==> src/rtl/cosine_cutoff_function_macros.svh <==
// Assertion helpers for the cosine cutoff block.
`ifndef COSINE_CUTOFF_FUNCTION_MACROS_SVH
`define COSINE_CUTOFF_FUNCTION_MACROS_SVH

// Check a property every clock edge outside of reset.
`define CCF_ASSERT(lbl, prop) \
  lbl: assert property (@(posedge clk) disable iff (rst) prop) \
    else $error("cosine cutoff check failed");

// Check a property every clock edge, reset included.
`define CCF_ASSERT_ALWAYS(lbl, prop) \
  lbl: assert property (@(posedge clk) prop) \
    else $error("cosine cutoff check failed");

`endif

==> src/rtl/ccf_pkg.sv <==
// ----------------------------------------------------------------------------
// ccf_pkg
// Shared constants, types and elaboration-time helpers of the cutoff block.
// ----------------------------------------------------------------------------
package ccf_pkg;

  localparam int TRIG_FRAC_BITS = 24;

  localparam int DIST_W  = 24;
  localparam int SCALE_W = 32;
  localparam int VALUE_W = 17;
  localparam int GRAD_W  = 32;
  localparam int PHASE_W = DIST_W + SCALE_W;   // Q12.44 product
  localparam int MOD_STEPS = 10;               // quotient of phase/2pi < 2^10

  localparam logic [23:0] RADIUS_RESET = 24'd393216;
  localparam logic [31:0] SCALE_RESET  = 32'd140552482;

  localparam logic [63:0] PI_Q60      = 64'h3243F6A8885A308D;
  localparam logic [63:0] PI_Q44      = (PI_Q60 + (64'd1 << 15)) >> 16;
  localparam logic [63:0] TWO_PI_Q44  = PI_Q44 << 1;
  localparam logic [63:0] HALF_PI_Q44 = PI_Q44 >> 1;
  localparam logic [63:0] THREE_HALF_PI_Q44 = PI_Q44 + HALF_PI_Q44;
  localparam logic [63:0] GAIN_Q32    = 64'd2608131496;

  // Register indexes of the configuration port.
  localparam logic REG_RADIUS = 1'b0;
  localparam logic REG_SCALE  = 1'b1;

  // Control word that travels with each pipeline slot.
  typedef struct packed {
    logic valid;
    logic zero;   // distance at or beyond the cutoff radius
    logic flip;   // negate cos and sin at the end
  } ctl_t;

  // atan(2^-i) in Q62, evaluated at elaboration only.
  function automatic logic [63:0] atan_q62(input int i);
    logic [63:0] acc;
    logic [63:0] term;
    int k;
    acc = 64'd0;
    if (i == 0) return PI_Q60;
    for (k = 0; i * (2 * k + 1) <= 62; k++) begin
      term = (64'd1 << (62 - i * (2 * k + 1))) / 64'(2 * k + 1);
      if (k % 2 == 1) acc = acc - term;
      else acc = acc + term;
    end
    return acc;
  endfunction

endpackage

==> src/rtl/ccf_post.sv <==
// ----------------------------------------------------------------------------
// ccf_post
// Value and gradient scaling, rounding and saturation; output register.
// ----------------------------------------------------------------------------
module ccf_post #(
  parameter int TRIG_FRAC_BITS = ccf_pkg::TRIG_FRAC_BITS
) (
  input  logic                              clk,
  input  logic                              rst,
  input  logic                              en,
  input  ccf_pkg::ctl_t                     ctl_in,
  input  logic signed [TRIG_FRAC_BITS+2:0]  cos_in,
  input  logic signed [TRIG_FRAC_BITS+2:0]  sin_in,
  input  logic [31:0]                       phase_scale,
  output logic                              out_valid,
  output logic [16:0]                       cutoff_value,
  output logic [31:0]                       cutoff_gradient
);
  localparam int F  = TRIG_FRAC_BITS;
  localparam int W  = F + 3;
  localparam int SW = W + 1;          // room for cos + 1
  localparam int PRW = 32 + W;
  localparam int VS = F + 1 - 16;     // value shift, may be negative
  localparam int GS = F + 5;

  logic signed [SW-1:0] sum;
  logic [SW+16:0]       vwide;
  logic [16:0]          val;
  logic                 sneg;
  logic [W-1:0]         smag;

  always_comb begin
    sum = SW'(cos_in) + (SW'(1) << F);
    if (sum < 0) sum = '0;
    if (sum > (SW'(1) << (F + 1))) sum = SW'(1) << (F + 1);
    if (VS > 0) vwide = ((SW+17)'(sum) + ((SW+17)'(1) << (VS > 0 ? VS - 1 : 0))) >>
                        (VS > 0 ? VS : 0);
    else vwide = (SW+17)'(sum) << (VS > 0 ? 0 : -VS);
    val  = (vwide > (SW+17)'(65536)) ? 17'd65536 : vwide[16:0];
    sneg = sin_in < 0;
    smag = sneg ? W'(-sin_in) : W'(sin_in);
  end

  // Stage A: product and value.
  ccf_pkg::ctl_t    ctl_a;
  logic [PRW-1:0]   prod_a;
  logic             sneg_a;
  logic [16:0]      val_a;

  always_ff @(posedge clk) begin
    if (rst) begin
      ctl_a <= '0;
    end else if (en) begin
      ctl_a <= ctl_in;
    end
    if (en) begin
      prod_a <= PRW'(phase_scale) * PRW'(smag);
      sneg_a <= sneg;
      val_a  <= val;
    end
  end

  // Stage B: round, saturate, sign, output register.
  logic [PRW-1:0] gmag;
  logic [31:0]    g;

  always_comb begin
    gmag = (prod_a + (PRW'(1) << (GS - 1))) >> GS;
    if (sneg_a) begin
      g = (gmag > PRW'(32'h7FFFFFFF)) ? 32'h7FFFFFFF : gmag[31:0];
    end else begin
      g = (gmag > PRW'(33'h080000000)) ? 32'h80000000 : 32'(-gmag[31:0]);
    end
  end

  always_ff @(posedge clk) begin
    if (rst) begin
      out_valid <= 1'b0;
    end else if (en) begin
      out_valid <= ctl_a.valid;
    end
    if (en) begin
      cutoff_value    <= ctl_a.zero ? 17'd0 : val_a;
      cutoff_gradient <= ctl_a.zero ? 32'd0 : g;
    end
  end

endmodule

==> config.mk <==
export PLATFORM = sky130hd
export DESIGN_NAME = ccf_post
export DESIGN_NICKNAME = d
export VERILOG_FILES = /design/src/rtl/cosine_cutoff_function_macros.svh /design/src/rtl/ccf_pkg.sv /design/src/rtl/ccf_post.sv
export SDC_FILE = /design/constraint.sdc
export NUM_CORES = 2
export LEC_CHECK = 0
export ABC_AREA = 1
export BUFFER_PORTS_ARGS = -buffer_cell sky130_fd_sc_hd__clkbuf_2
export CORE_MARGIN = 1.5
export CORE_UTILIZATION = 60
export DETAILED_ROUTE_END_ITERATION = 10
export PLACE_DENSITY = 0.87
export SKIP_LAST_GASP = 1
export SLEW_MARGIN = 25
export SYNTH_ARGS = -nofsm -noshare
export SYNTH_HDL_FRONTEND = slang
export SYNTH_SLANG_ARGS = --single-unit
==> constraint.sdc <==
create_clock -name clk -period 11.2 [get_ports clk]
set_input_delay 1.68 -clock clk [delete_from_list [all_inputs] [get_ports clk]]
set_output_delay 1.68 -clock clk [all_outputs]
set_load 0.005 [all_outputs]
== Word-level counts from Yosys, hierarchy flattened ==
Cells that the tools add are included.
Word-level totals
  register bits after elaboration: 129
  word-level logic and storage cells: 26
  input port bits: 92
  output and inout bits: 50
Cells by class
  magnitude comparators: 6
  multiplexer cells: 6
  add/sub/neg operators: 5
  $mul: 1
Operators with widths (number)
  $mux W32: 2
  $add A59 B29 Y59 const B: 1
  $mul A32 B27 Y59: 1
  $mux W28: 2
  $gt A36 B17 Y1 const B: 1
  $gt A30 B32 Y1 const B: 1
  $neg A30 Y32: 1
  $gt A30 B31 Y1 const B: 1
  $mux W31: 1
  $add A28 B10 Y29 const B: 1
  $add A27 B26 Y28 const B: 1
  $gt A28 B27 Y1 const B: 1
  $lt A28 B1 Y1 const B: 1
  $lt A27 B1 Y1 const B: 1
  $mux W27: 1
  $neg A27 Y27: 1

== Longest topological paths before layout ==
  depth after elaboration: 7
  depth in mapped cells: 41
  gate-level depth less buffers: 39

== Worst setup path before layout ==
Ideal clock, no wire load.
  kind: input -> register
  from: input port sin_in[2]
  to: register prod_a[53], data pin
  stages on the path: 37
  arrival: 8.395 ns
  setup time: 0.259 ns
  data required time: 10.941 ns
  slack: 2.546 ns
  path buffers: 1
  path through: inv_1 nand3_2 nor3_4 nand4_2 nor2_2 nand2_2 nor3_4 nand2_1 nor2_1 nor2_1 xor2_2 inv_1 buf_2 nor2_1 fa_1 inv_1 fa_1 inv_1 fa_1 inv_1 fa_1 inv_1 fa_1 fa_1 inv_1 fa_1 inv_1 ha_1 a21oi_1 inv_1 a31oi_1 inv_1 a21oi_1 o21ai_0 a221oi_1 nand2_1 xor2_1
On the way
  word-level cells in the longest chain between the ends: 3
  elaborated cells on any way between the ends: 4
  those cells by class: add/sub: 1; mul: 1; order compare: 1; mux: 1
RTL lines
  from (decl): line ccf_post.sv:13  | input logic signed [TRIG_FRAC_BITS+2:0] sin_in,
  $neg A27 Y27 or $lt A27 B1 Y1 (tied branches): line ccf_post.sv:41, ccf_post.sv:40
  $mux W27 (*): line ccf_post.sv:41  | smag = sneg ? W'(-sin_in) : W'(sin_in);
  $mul A32 B27 Y59 (*): line ccf_post.sv:57  | prod_a <= PRW'(phase_scale) * PRW'(smag);
  to (signal assigned): line ccf_post.sv:57
  to (decl): line ccf_post.sv:46  | logic [PRW-1:0] prod_a;
Mark *: on every way between the ends. The rest lies on a longest branch, timed or not.
A chain may end at the register's enable or synchronous reset.

== Worst setup path after layout ==
  from: input port sin_in[0]
  to: register prod_a[55], data pin
The elaborated chain is that of the path after synthesis.

==> flow_summary.json <==
{
  "worst_pin_slew_ns": 1.093,
  "clock_path_buffers": 2,
  "clock_skew_ns": 0.009498,
  "synthesis.area_um2": 34320,
  "synth_edf_count": 98,
  "die_w_um": 242.2,
  "yosys_warnings": 0,
  "root_buffer": "clkbuf_16",
  "cts_tree": "yes",
  "path_class": "in -> reg",
  "hold_viol": 0,
  "synthAdderAreaFrac": 0.5085,
  "critPathMaxFanout": 18,
  "period_minus_slack_ns": 10.00,
  "ant_nets": 0,
  "post_cts_buffers": 0,
  "end_kind": "flop",
  "die-area_um2": 58640,
  "setup_violations": 0,
  "synth_top_area_frac": 0.4363,
  "grt_pass1_vias": 30440,
  "slew_violations": 0,
  "wirelength_um": 98200,
  "wl_per_cell_um": 19.08,
  "rsz0062_at_grt": "no",
  "ys_types": 55,
  "viasPerCell": 5.615,
  "slowest_delay_ns": 0.59,
  "synth_ff_type": "edfxtp_1",
  "antenna_found_initial": 2,
  "final_common_cell": "inv_1",
  "synthSimpleGateAreaFrac": 0.1999,
  "synth.ff_latch_count": 101,
  "critPathArrivalTime_ns": 10.12,
  "synth_compound_area_frac": 0.04141,
  "post_cts_resized": 0,
  "cpMaxStageDelayCell": "fa_1",
  "syn_nets": 5386,
  "first_iter_violations": 2572,
  "grt_pass1_wl_um": 157400,
  "port_buffers": 140,
  "grt_overflow": 0,
  "vias": 28900,
  "fin_crit_sh": 0.8932,
  "hpwlAfterDp_um": 80890,
  "seq_area_frac_synth": 0.08750,
  "drive_above_1_share": 0.06469,
  "finalSetupTns_ns": 0,
  "grt_max_degree": 70,
  "final_cell_mix": "inv_1, nand2_1, fa_1",
  "slew_headroom": 0.2706,
  "synth_top_family_by_area": "adder cells",
  "core_area_um2": 56500,
  "synthCells": 4348,
  "antenna_cells": 0,
  "yosys.area.top_type": "fa_1",
  "initial_core_util": 0.6075,
  "startpoint_type": "input port",
  "crit_required_ns": 11.32,
  "clk_pin_slew_ns": 0.07,
  "die-height_um": 242.2,
  "num-fill-cells": 4694,
  "dr.pass1.iters": 6,
  "track_usage": 0.3447,
  "max_freq_ghz": 0.09997,
  "row_count": 87,
  "maxCapViolCount": 0,
  "fin_nets": 5423,
  "r2r_slack_ns": 7.95,
  "synth_xor_area_frac": 0.01881,
  "clock-sinks": 101,
  "ys_top_cells_by_area": "fa_1, inv_1, nand2_1",
  "clk_latency_ns": 0.36,
  "cts_hold_buf": 0,
  "hold_path_class": "reg -> reg",
  "avgSynthCellArea_um2": 7.893,
  "cts_buffers": 9,
  "io_pins": 142,
  "area_delta_synth_final_pct": 4.845,
  "status": "finished clean",
  "async_flop_share": 0,
  "drc": 0,
  "cts_max_level": 3,
  "synth.area.mux_share": 0,
  "gp_congestion": 1.007
}
-- layer usage --
layer / wire [µm] / track usage
met5: 96 / 0.008987
met4: 6874 / 0.2011
met3: 11950 / 0.08386
met2: 44660 / 0.5534
met1: 34620 / 0.4256
-- critical path, delay by kind of cell --
kind                       cells  cell delay [ns]
adders and majority gates      9             4.11
and+or+nand+nor               11             1.54
buffers and inverters         11             1.47
AOI/OAI and AO/OA              5             1.20
xor gates and xnor gates       1             0.08
-- path summary, 6_finish.rpt --
check | startpoint | to | cells after the start
setup reg to reg | prod_a[28] | cutoff_gradient[27] | 11
hold reg to reg | out_valid | out_valid | 2
hold / removal | out_valid | out_valid | 2
setup / recovery | sin_in[0] | prod_a[55] | 37
-- logic make-up after synthesis --
| family | Yosys count |
|---|---|
| XOR/XNOR | 66 |
| AO/OA/AOI/OAI | 256 |
| AND/OR/NAND/NOR | 1677 |
| flip-flops | 101 |
| adder cells (fa/ha/maj) | 946 |
| buffers and inverters | 1302 |
-- final cells by class --
class	instances	area, µm²	area share
inverter	1148	4309	0.1198
clock buffer	9	225.2	0.006259
clock inverter	7	91.34	0.002538
tap	756	945.9	0.02629
sequential	101	3004	0.08349
multi-input combinational	2945	26400	0.7338
timing repair buffer	180	1003	0.02789
-- sequential cells by signal (all words and copies together) (netlist names) --
register,flops
cutoff_gradient,32
prod_a,31
cutoff_value,17
val_a,17
ctl_a,2
out_valid,1
sneg_a,1
-- metrics by stage --
stage | setup slack, ns | instances | hold slack [ns] | util | cell area [µm²]
detailed placement | 1.019 | 5130 | 0.4575 | 0.6313 | 35660
finish | 1.197 | 5146 | 0.4679 | 0.6369 | 35980
global route | 0.7789 | 5146 | 0.4994 | 0.6369 | 35980
floorplan | 2.546 | 4348 | 0.4303 | - | 34320
CTS | 1.369 | 5146 | 0.4678 | 0.6369 | 35980
global placement | 1.033 | 5130 | 0.4396 | 0.6313 | 35660
-- Yosys cell counts (22+ instances only) --
master	instances
clkbuf_1	131
ha_1	198
nand2_1	954
nor3_1	32
nand3_1	80
xor2_1	46
fa_1	748
edfxtp_1	98
o21ai_0	61
nor2_2	22
nand4_1	25
a21oi_1	131
nor2_1	498
inv_1	1131
Power is not shown: default switching activity piles up to over one toggle a cycle in this logic, so the estimate is an artifact.
