$ cat src/rtl/cosine_cutoff_function_macros.svh
// Assertion helpers for the cosine cutoff block.
`ifndef COSINE_CUTOFF_FUNCTION_MACROS_SVH
`define COSINE_CUTOFF_FUNCTION_MACROS_SVH

// Check a property every clock edge outside of reset.
`define CCF_ASSERT(lbl, prop) \
  lbl: assert property (@(posedge clk) disable iff (rst) prop) \
    else $error("cosine cutoff check failed");

// Check a property every clock edge, reset included.
`define CCF_ASSERT_ALWAYS(lbl, prop) \
  lbl: assert property (@(posedge clk) prop) \
    else $error("cosine cutoff check failed");

`endif

$ cat src/rtl/ccf_pkg.sv
// ----------------------------------------------------------------------------
// ccf_pkg
// Shared constants, types and elaboration-time helpers of the cutoff block.
// ----------------------------------------------------------------------------
package ccf_pkg;

  localparam int TRIG_FRAC_BITS = 24;

  localparam int DIST_W  = 24;
  localparam int SCALE_W = 32;
  localparam int VALUE_W = 17;
  localparam int GRAD_W  = 32;
  localparam int PHASE_W = DIST_W + SCALE_W;   // Q12.44 product
  localparam int MOD_STEPS = 10;               // quotient of phase/2pi < 2^10

  localparam logic [23:0] RADIUS_RESET = 24'd393216;
  localparam logic [31:0] SCALE_RESET  = 32'd140552482;

  localparam logic [63:0] PI_Q60      = 64'h3243F6A8885A308D;
  localparam logic [63:0] PI_Q44      = (PI_Q60 + (64'd1 << 15)) >> 16;
  localparam logic [63:0] TWO_PI_Q44  = PI_Q44 << 1;
  localparam logic [63:0] HALF_PI_Q44 = PI_Q44 >> 1;
  localparam logic [63:0] THREE_HALF_PI_Q44 = PI_Q44 + HALF_PI_Q44;
  localparam logic [63:0] GAIN_Q32    = 64'd2608131496;

  // Register indexes of the configuration port.
  localparam logic REG_RADIUS = 1'b0;
  localparam logic REG_SCALE  = 1'b1;

  // Control word that travels with each pipeline slot.
  typedef struct packed {
    logic valid;
    logic zero;   // distance at or beyond the cutoff radius
    logic flip;   // negate cos and sin at the end
  } ctl_t;

  // atan(2^-i) in Q62, evaluated at elaboration only.
  function automatic logic [63:0] atan_q62(input int i);
    logic [63:0] acc;
    logic [63:0] term;
    int k;
    acc = 64'd0;
    if (i == 0) return PI_Q60;
    for (k = 0; i * (2 * k + 1) <= 62; k++) begin
      term = (64'd1 << (62 - i * (2 * k + 1))) / 64'(2 * k + 1);
      if (k % 2 == 1) acc = acc - term;
      else acc = acc + term;
    end
    return acc;
  endfunction

endpackage

$ cat src/rtl/ccf_phase.sv
// ----------------------------------------------------------------------------
// ccf_phase
// Phase product, reduction modulo 2*pi and fold into [-pi/2, pi/2].
// ----------------------------------------------------------------------------
module ccf_phase #(
  parameter int TRIG_FRAC_BITS = ccf_pkg::TRIG_FRAC_BITS
) (
  input  logic                     clk,
  input  logic                     rst,
  input  logic                     en,
  input  logic                     in_valid,
  input  logic [23:0]              distance,
  input  logic [23:0]              cutoff_radius,
  input  logic [31:0]              phase_scale,
  output ccf_pkg::ctl_t            ctl_out,
  output logic signed [TRIG_FRAC_BITS+2:0] z_out
);
  localparam int PW = ccf_pkg::PHASE_W;
  localparam int NS = ccf_pkg::MOD_STEPS;
  localparam int ZW = TRIG_FRAC_BITS + 3;
  localparam int AW = 47;
  localparam int SH = 44 - TRIG_FRAC_BITS;

  logic [PW-1:0]   a   [0:NS];
  ccf_pkg::ctl_t   ctl [0:NS];

  // Product stage.
  always_ff @(posedge clk) begin
    if (rst) begin
      ctl[0] <= '0;
    end else if (en) begin
      ctl[0].valid <= in_valid;
      ctl[0].zero  <= distance >= cutoff_radius;
      ctl[0].flip  <= 1'b0;
    end
    if (en) a[0] <= PW'(distance) * PW'(phase_scale);
  end

  // One conditional subtract of 2*pi*2^k per stage, high k first.
  for (genvar j = 0; j < NS; j++) begin : g_mod
    localparam logic [PW-1:0] C = PW'(ccf_pkg::TWO_PI_Q44 << (NS - 1 - j));
    always_ff @(posedge clk) begin
      if (rst) begin
        ctl[j+1] <= '0;
      end else if (en) begin
        ctl[j+1] <= ctl[j];
      end
      if (en) a[j+1] <= (a[j] >= C) ? a[j] - C : a[j];
    end
  end

  // Fold and round to the CORDIC angle format.
  logic [AW-1:0] ar, mag;
  logic          neg, flip;
  logic [AW-1:0] rnd;
  logic [ZW-1:0] zmag;

  always_comb begin
    ar   = a[NS][AW-1:0];
    neg  = 1'b0;
    flip = 1'b0;
    if (ar > AW'(ccf_pkg::THREE_HALF_PI_Q44)) begin
      mag = AW'(ccf_pkg::TWO_PI_Q44) - ar;
      neg = 1'b1;
    end else if (ar > AW'(ccf_pkg::HALF_PI_Q44)) begin
      flip = 1'b1;
      if (ar >= AW'(ccf_pkg::PI_Q44)) begin
        mag = ar - AW'(ccf_pkg::PI_Q44);
      end else begin
        mag = AW'(ccf_pkg::PI_Q44) - ar;
        neg = 1'b1;
      end
    end else begin
      mag = ar;
    end
    rnd  = (mag + (AW'(1) << (SH - 1))) >> SH;
    zmag = rnd[ZW-1:0];
  end

  always_ff @(posedge clk) begin
    if (rst) begin
      ctl_out <= '0;
    end else if (en) begin
      ctl_out.valid <= ctl[NS].valid;
      ctl_out.zero  <= ctl[NS].zero;
      ctl_out.flip  <= flip;
    end
    if (en) z_out <= neg ? -$signed(zmag) : $signed(zmag);
  end

endmodule

$ cat config.mk
export PLATFORM = sky130hd
export DESIGN_NAME = ccf_phase
export DESIGN_NICKNAME = d
export VERILOG_FILES = /design/src/rtl/cosine_cutoff_function_macros.svh /design/src/rtl/ccf_pkg.sv /design/src/rtl/ccf_phase.sv
export SDC_FILE = /design/constraint.sdc
export NUM_CORES = 2
export LEC_CHECK = 0
export ABC_AREA = 1
export BUFFER_PORTS_ARGS = -buffer_cell sky130_fd_sc_hd__buf_2
export CORE_ASPECT_RATIO = 1.1
export CORE_MARGIN = 2
export CORE_UTILIZATION = 45
export DETAILED_ROUTE_END_ITERATION = 10
export GPL_TIMING_DRIVEN = 1
export PLACE_DENSITY_LB_ADDON = 0.3
export SLEW_MARGIN = 20
export SYNTH_ARGS = -nofsm -noshare
export SYNTH_HDL_FRONTEND = slang
export SYNTH_SLANG_ARGS = --single-unit
$ cat constraint.sdc
create_clock -name clk -period 6.5 [get_ports clk]
set_input_delay 0.325 -clock clk [delete_from_list [all_inputs] [get_ports clk]]
set_output_delay 0.325 -clock clk [all_outputs]
set_load 0.02 [all_outputs]
Yosys cells after proc, flatten, opt, wreduce, memory -nomap -nowiden
Memories as Yosys holds them, arrays and structs flattened. A register that Yosys moved wholly into a read port is not among the register bits.
Cells that the tools add are included.
Storage, ports and cells
  bits in writable memories: 649
  flip-flop bits (word level): 28
  memory bits (read-only): 0
  input port bits: 84
  memories kept: 2
  bits in latches: 0
Cells by class
  reductions and logical operators: 0
  eq/ne operators: 0
  bitwise logic cells: 13
  add/sub/neg operators: 15
  shift-type cells: 0
  order comparisons: 14
  multipliers: 1
  divide/modulo/power cells: 0
  mux-type cells: 38
Memories
  a: depth 11, width 56, read ports 11, clocked after Yosys merged registers in 0, write ports 11, RTL line ccf_phase.sv:24  | logic [PW-1:0] a [0:NS];
  ctl: depth 11, width 3, read ports 11, clocked after Yosys merged registers in 1, write ports 11, RTL line ccf_phase.sv:25  | ccf_pkg::ctl_t ctl [0:NS];
Operators with widths (number)
  $mux W56: 10
  $mux W47: 3
  $ge A56 B47 Y1 const B: 1
  $ge A56 B48 Y1 const B: 1
  $ge A56 B49 Y1 const B: 1
  $ge A56 B50 Y1 const B: 1
  $ge A56 B51 Y1 const B: 1
  $ge A56 B52 Y1 const B: 1
  $ge A56 B53 Y1 const B: 1
  $ge A56 B54 Y1 const B: 1
  $ge A56 B55 Y1 const B: 1
  $ge A56 B56 Y1 const B: 1
  $mul A24 B32 Y56: 1
  $sub A56 B47 Y56 const B: 1
  $sub A56 B48 Y56 const B: 1
  $sub A56 B49 Y56 const B: 1
  $sub A56 B50 Y56 const B: 1
  $sub A56 B51 Y56 const B: 1
  $sub A56 B52 Y56 const B: 1
  $sub A56 B53 Y56 const B: 1
  $sub A56 B54 Y56 const B: 1
  $sub A56 B55 Y56 const B: 1
  $sub A56 B56 Y56 const B: 1
  $add A47 B20 Y47 const B: 1
  other kinds (12): 46

Longest topological paths before layout
An unclocked memory read counts as a cell.
  depth after elaboration: 8
  depth in mapped cells: 37
  gate-level depth less buffers: 35

Worst setup path before layout
OpenSTA, ideal clock, no wires.
  kind: input -> register
  start point: input distance[0]
  end point: memory a[0][48] in the netlist's numbering (data pin)
  stages on the path: 30
  library setup time: 0.259 ns
  path buffers: 2
  path slack: -0.137 ns
  required time: 6.241 ns
  arrival: 6.378 ns
  path through: clkbuf_1 > clkbuf_1 > nand2_1 > inv_1 > fa_1 > fa_1 > inv_1 > fa_1 > fa_1 > inv_1 > fa_1 > fa_1 > inv_1 > fa_1 > inv_1 > ha_1 > a21oi_1 > inv_1 > a31oi_1 > inv_1 > a211oi_1 > o21ai_0 > a21oi_1 > inv_1 > a21oi_1 > o31ai_1 > nand2_1 > nand2_1 > a31oi_1 > xnor2_1
RTL lines
  start: declaration: RTL line ccf_phase.sv:12  | input logic [23:0] distance,
  end: declaration: RTL line ccf_phase.sv:24

==> flow_summary.json <==
{
  "final_layout_size_suffix_gt1_frac": 0.0978,
  "cp_max_fo": 10,
  "dpl_worst_slack_ns": -0.844,
  "cp_common_cell": "inv_1",
  "start_util": 0.454,
  "grt_pass1_wl_um": 313000,
  "slew-limit-headroom": 0.259,
  "synth_edf_count": 656,
  "grt_pass1_vias": 58300,
  "route.detailed.drc": 0,
  "fillers": 14600,
  "top_level_ports": 114,
  "avgSynthCellArea_um2": 7.83,
  "synth_nets": 9779,
  "row_count": 150,
  "multi_input_area_um2": 41000,
  "final_area_um2": 77900,
  "hold_start": "en",
  "end_kind": "flip-flop",
  "ys_warn_count": 0,
  "worst_slack_ns": 0.268,
  "crit_buf_inv": 11,
  "core_area_um2": 152000,
  "portBuffers": 113,
  "clk_pin_slew_worst_paths_ns": 0.06,
  "slowest_delay_ns": 0.60,
  "worstHoldEndpoint": "a[4][9]$_DFFE_PP_",
  "wirelength_um": 197000,
  "track_usage": 0.252,
  "ys_seq_area_frac": 0.286,
  "yosys-top-cells-area": "edfxtp_1 (29%), fa_1 (19%), nand2_1 (12%)",
  "cts_htree_levels": 3,
  "vias_per_cell": 5.11,
  "drt_pass1_iterations": 6,
  "hpwl_um": 163000,
  "r2r_end": "z_out[25]$_DFFE_PP_",
  "report.final.slew_viol_count": 0,
  "synth-seq-cells": 659,
  "cts_tree": "done",
  "flow.area_growth_from_synthesis_pct": 12.8,
  "cp_top_family": "adder cells",
  "synth_area_leader_cell": "edfxtp_1",
  "whs_ns": 0.185,
  "worstPathRequired_ns": 6.89,
  "synth_ff_type": "edfxtp_1",
  "routedWlPerCell_um": 17.4,
  "hold_path_class": "in -> reg",
  "fin_skew_ns": 0.0564,
  "fin_crit_ns": 6.23,
  "fin_nets": 10200,
  "async_flop_share": 0,
  "rrSetupSlack_ns": 1.57,
  "initialDrtViolationCount": 4031,
  "die_w_um": 377,
  "die_h_um": 415,
  "startpoint_type": "input port",
  "ys_types": 72,
  "finalHoldViolCount": 0,
  "place_area_um2": 74800,
  "path_class": "in -> reg",
  "maxCapViolCount": 0,
  "fp.dieArea_um2": 157000,
  "clock_path_buffers": 3,
  "critPathArrivalTime_ns": 6.62,
  "crit_path_top_delay_cell": "fa_2",
  "place.gp.congestion": 0.968,
  "syn_inst": 8814,
  "r2r_start": "a[10][24]$_DFFE_PP_",
  "rr_worst_depth": 26,
  "setup_viol_count_final": 0,
  "worst_pin_slew_ns": 1.11,
  "regArea_um2": 19800,
  "clkLatencyLatePin_ns": 0.69,
  "antenna_found_initial": 8,
  "cts.sinks": 659,
  "netlist_area_um2": 69000,
  "grt_max_degree": 183,
  "yosysTopAreaCellShare": 0.285,
  "gr-total-overflow": 0,
  "vias": 57900,
  "root_buffer": "clkbuf_16",
  "cts_buffers": 74,
  "timing.fmax_mhz": 160,
  "period_share": 0.959,
  "rsz0062_at_grt": "yes",
  "status": "completed",
  "postRouteAntennaNets": 0,
  "hold-path-cell-count": 1
}
[repair_timing]
| action | CTS | global route |
|---|---|---|
| buffers inserted | 0 | 7 |
| hold endpoints to repair | 3 | 0 |
| endpoints found under the setup margin | 9 | 21 |
| gates resized for setup | 4 | 120 |
| pin swaps | 0 | 23 |
| hold buffers | 2 | 0 |
| cloned | 0 | 1 |
[placed cells by master, fill, tap and decap left out, types with 10 or more instances in the layout]
cell and instances:
o21ai_0 224, a21oi_2 21, edfxtp_1 656, o21a_1 10
nand3_2 16, xnor2_1 165, nor2_2 26, nand2_2 50
fa_1 649, nand3b_1 13, nand3_1 336, nand4_1 83
clkinv_2 19, a21oi_1 281, clkbuf_16 75, nor3_1 151
nor4_1 36, clkinv_1 20, o21bai_1 17, or2_2 20
buf_2 77, buf_12 38, nor2_1 799, a211oi_1 13
clkbuf_4 15, buf_4 400, o211ai_1 24, xor2_1 368
o22ai_1 10, inv_2 35, nor2_4 21, a31oi_1 45
ha_1 215, a21boi_0 16, nand2_1 2169, o31ai_1 16
inv_1 1964
[per-layer routing]
layer  GRT usage  wire length, um
met5           0               36
met3      0.0336            10900
met4      0.0879             6620
met2       0.449            99400
met1       0.312            80300
[final cells by class]
class,instances,area share
Timing Repair Buffer,545,0.0576
Multi-Input combinational cell,5914,0.526
Antenna cell,5,0.000161
Inverter,2011,0.0970
Clock inverter,56,0.00818
Sequential cell,659,0.254
Tap cell,2052,0.0330
Clock buffer,82,0.0242
[flip-flops by register name, summed over array words and instances, names as in the netlist]
name,count
a,607
ctl,22
ctl_out,3
z_out,27
[metrics by stage]
step,setup TNS [ns],instances,util
6_report,0,11300,0.512
5_1_grt,-0.0964,11300,0.512
3_5_place_dp,-15.66,11200,0.491
3_3_place_gp,-15.70,11200,0.491
4_1_cts,0,11300,0.508
2_1_floorplan,-0.00217,8814,-
[logic make-up (layout without fill, tap and decap cells)]
group,after synthesis,after routing,synth area share
XOR/XNOR,534,534,0.0678
AO/OA/AOI/OAI,753,753,0.0629
other,0,5,0
AND/OR/NAND/NOR,3746,3746,0.227
buffers and inverters,2241,2694,0.125
adder cells (fa/ha/maj),881,881,0.231
flip-flops,659,659,0.286
[cells in the mapped netlist, types with 4 or more instances]
master / instances
a2111oi_0: 6
a211oi_1: 14
a21boi_0: 17
a21o_1: 6
a21oi_1: 299
a21oi_2: 4
a221oi_1: 6
a31oi_1: 48
buf_1: 5
buf_2: 20
buf_4: 11
buf_6: 12
clkbuf_1: 178
clkinv_1: 9
edfxtp_1: 656
fa_1: 658
ha_1: 223
inv_1: 1966
inv_2: 33
nand2_1: 2171
nand2_2: 48
nand2_4: 7
nand3_1: 336
nand3_2: 16
nand3b_1: 13
nand4_1: 83
nor2_1: 802
nor2_2: 24
nor2_4: 20
nor3_1: 151
nor4_1: 39
o2111ai_1: 7
o211ai_1: 24
o21a_1: 10
o21ai_0: 227
o21ai_1: 6
o21bai_1: 17
o221ai_1: 9
o22ai_1: 10
o311ai_0: 6
o31ai_1: 17
or2_2: 20
xnor2_1: 165
xor2_1: 368
[how the worst max path moves through the flow]
stage,from,end,slack [ns],depth (start not counted)
floorplan,phase_scale[3],a[0][48]$_DFFE_PP_,-0.002,29
global placement,distance[5],a[0][53]$_DFFE_PP_,-0.84,31
detailed placement,distance[5],a[0][54]$_DFFE_PP_,-0.84,27
CTS,distance[11],a[0][54]$_DFFE_PP_,0.02,25
global route,phase_scale[13],a[0][53]$_DFFE_PP_,-0.06,30
finish,distance[14],a[0][54]$_DFFE_PP_,0.27,28
Power is left out: the tool's default activity adds up to more than one toggle a clock period on the data nets, which glitch-free logic cannot reach.
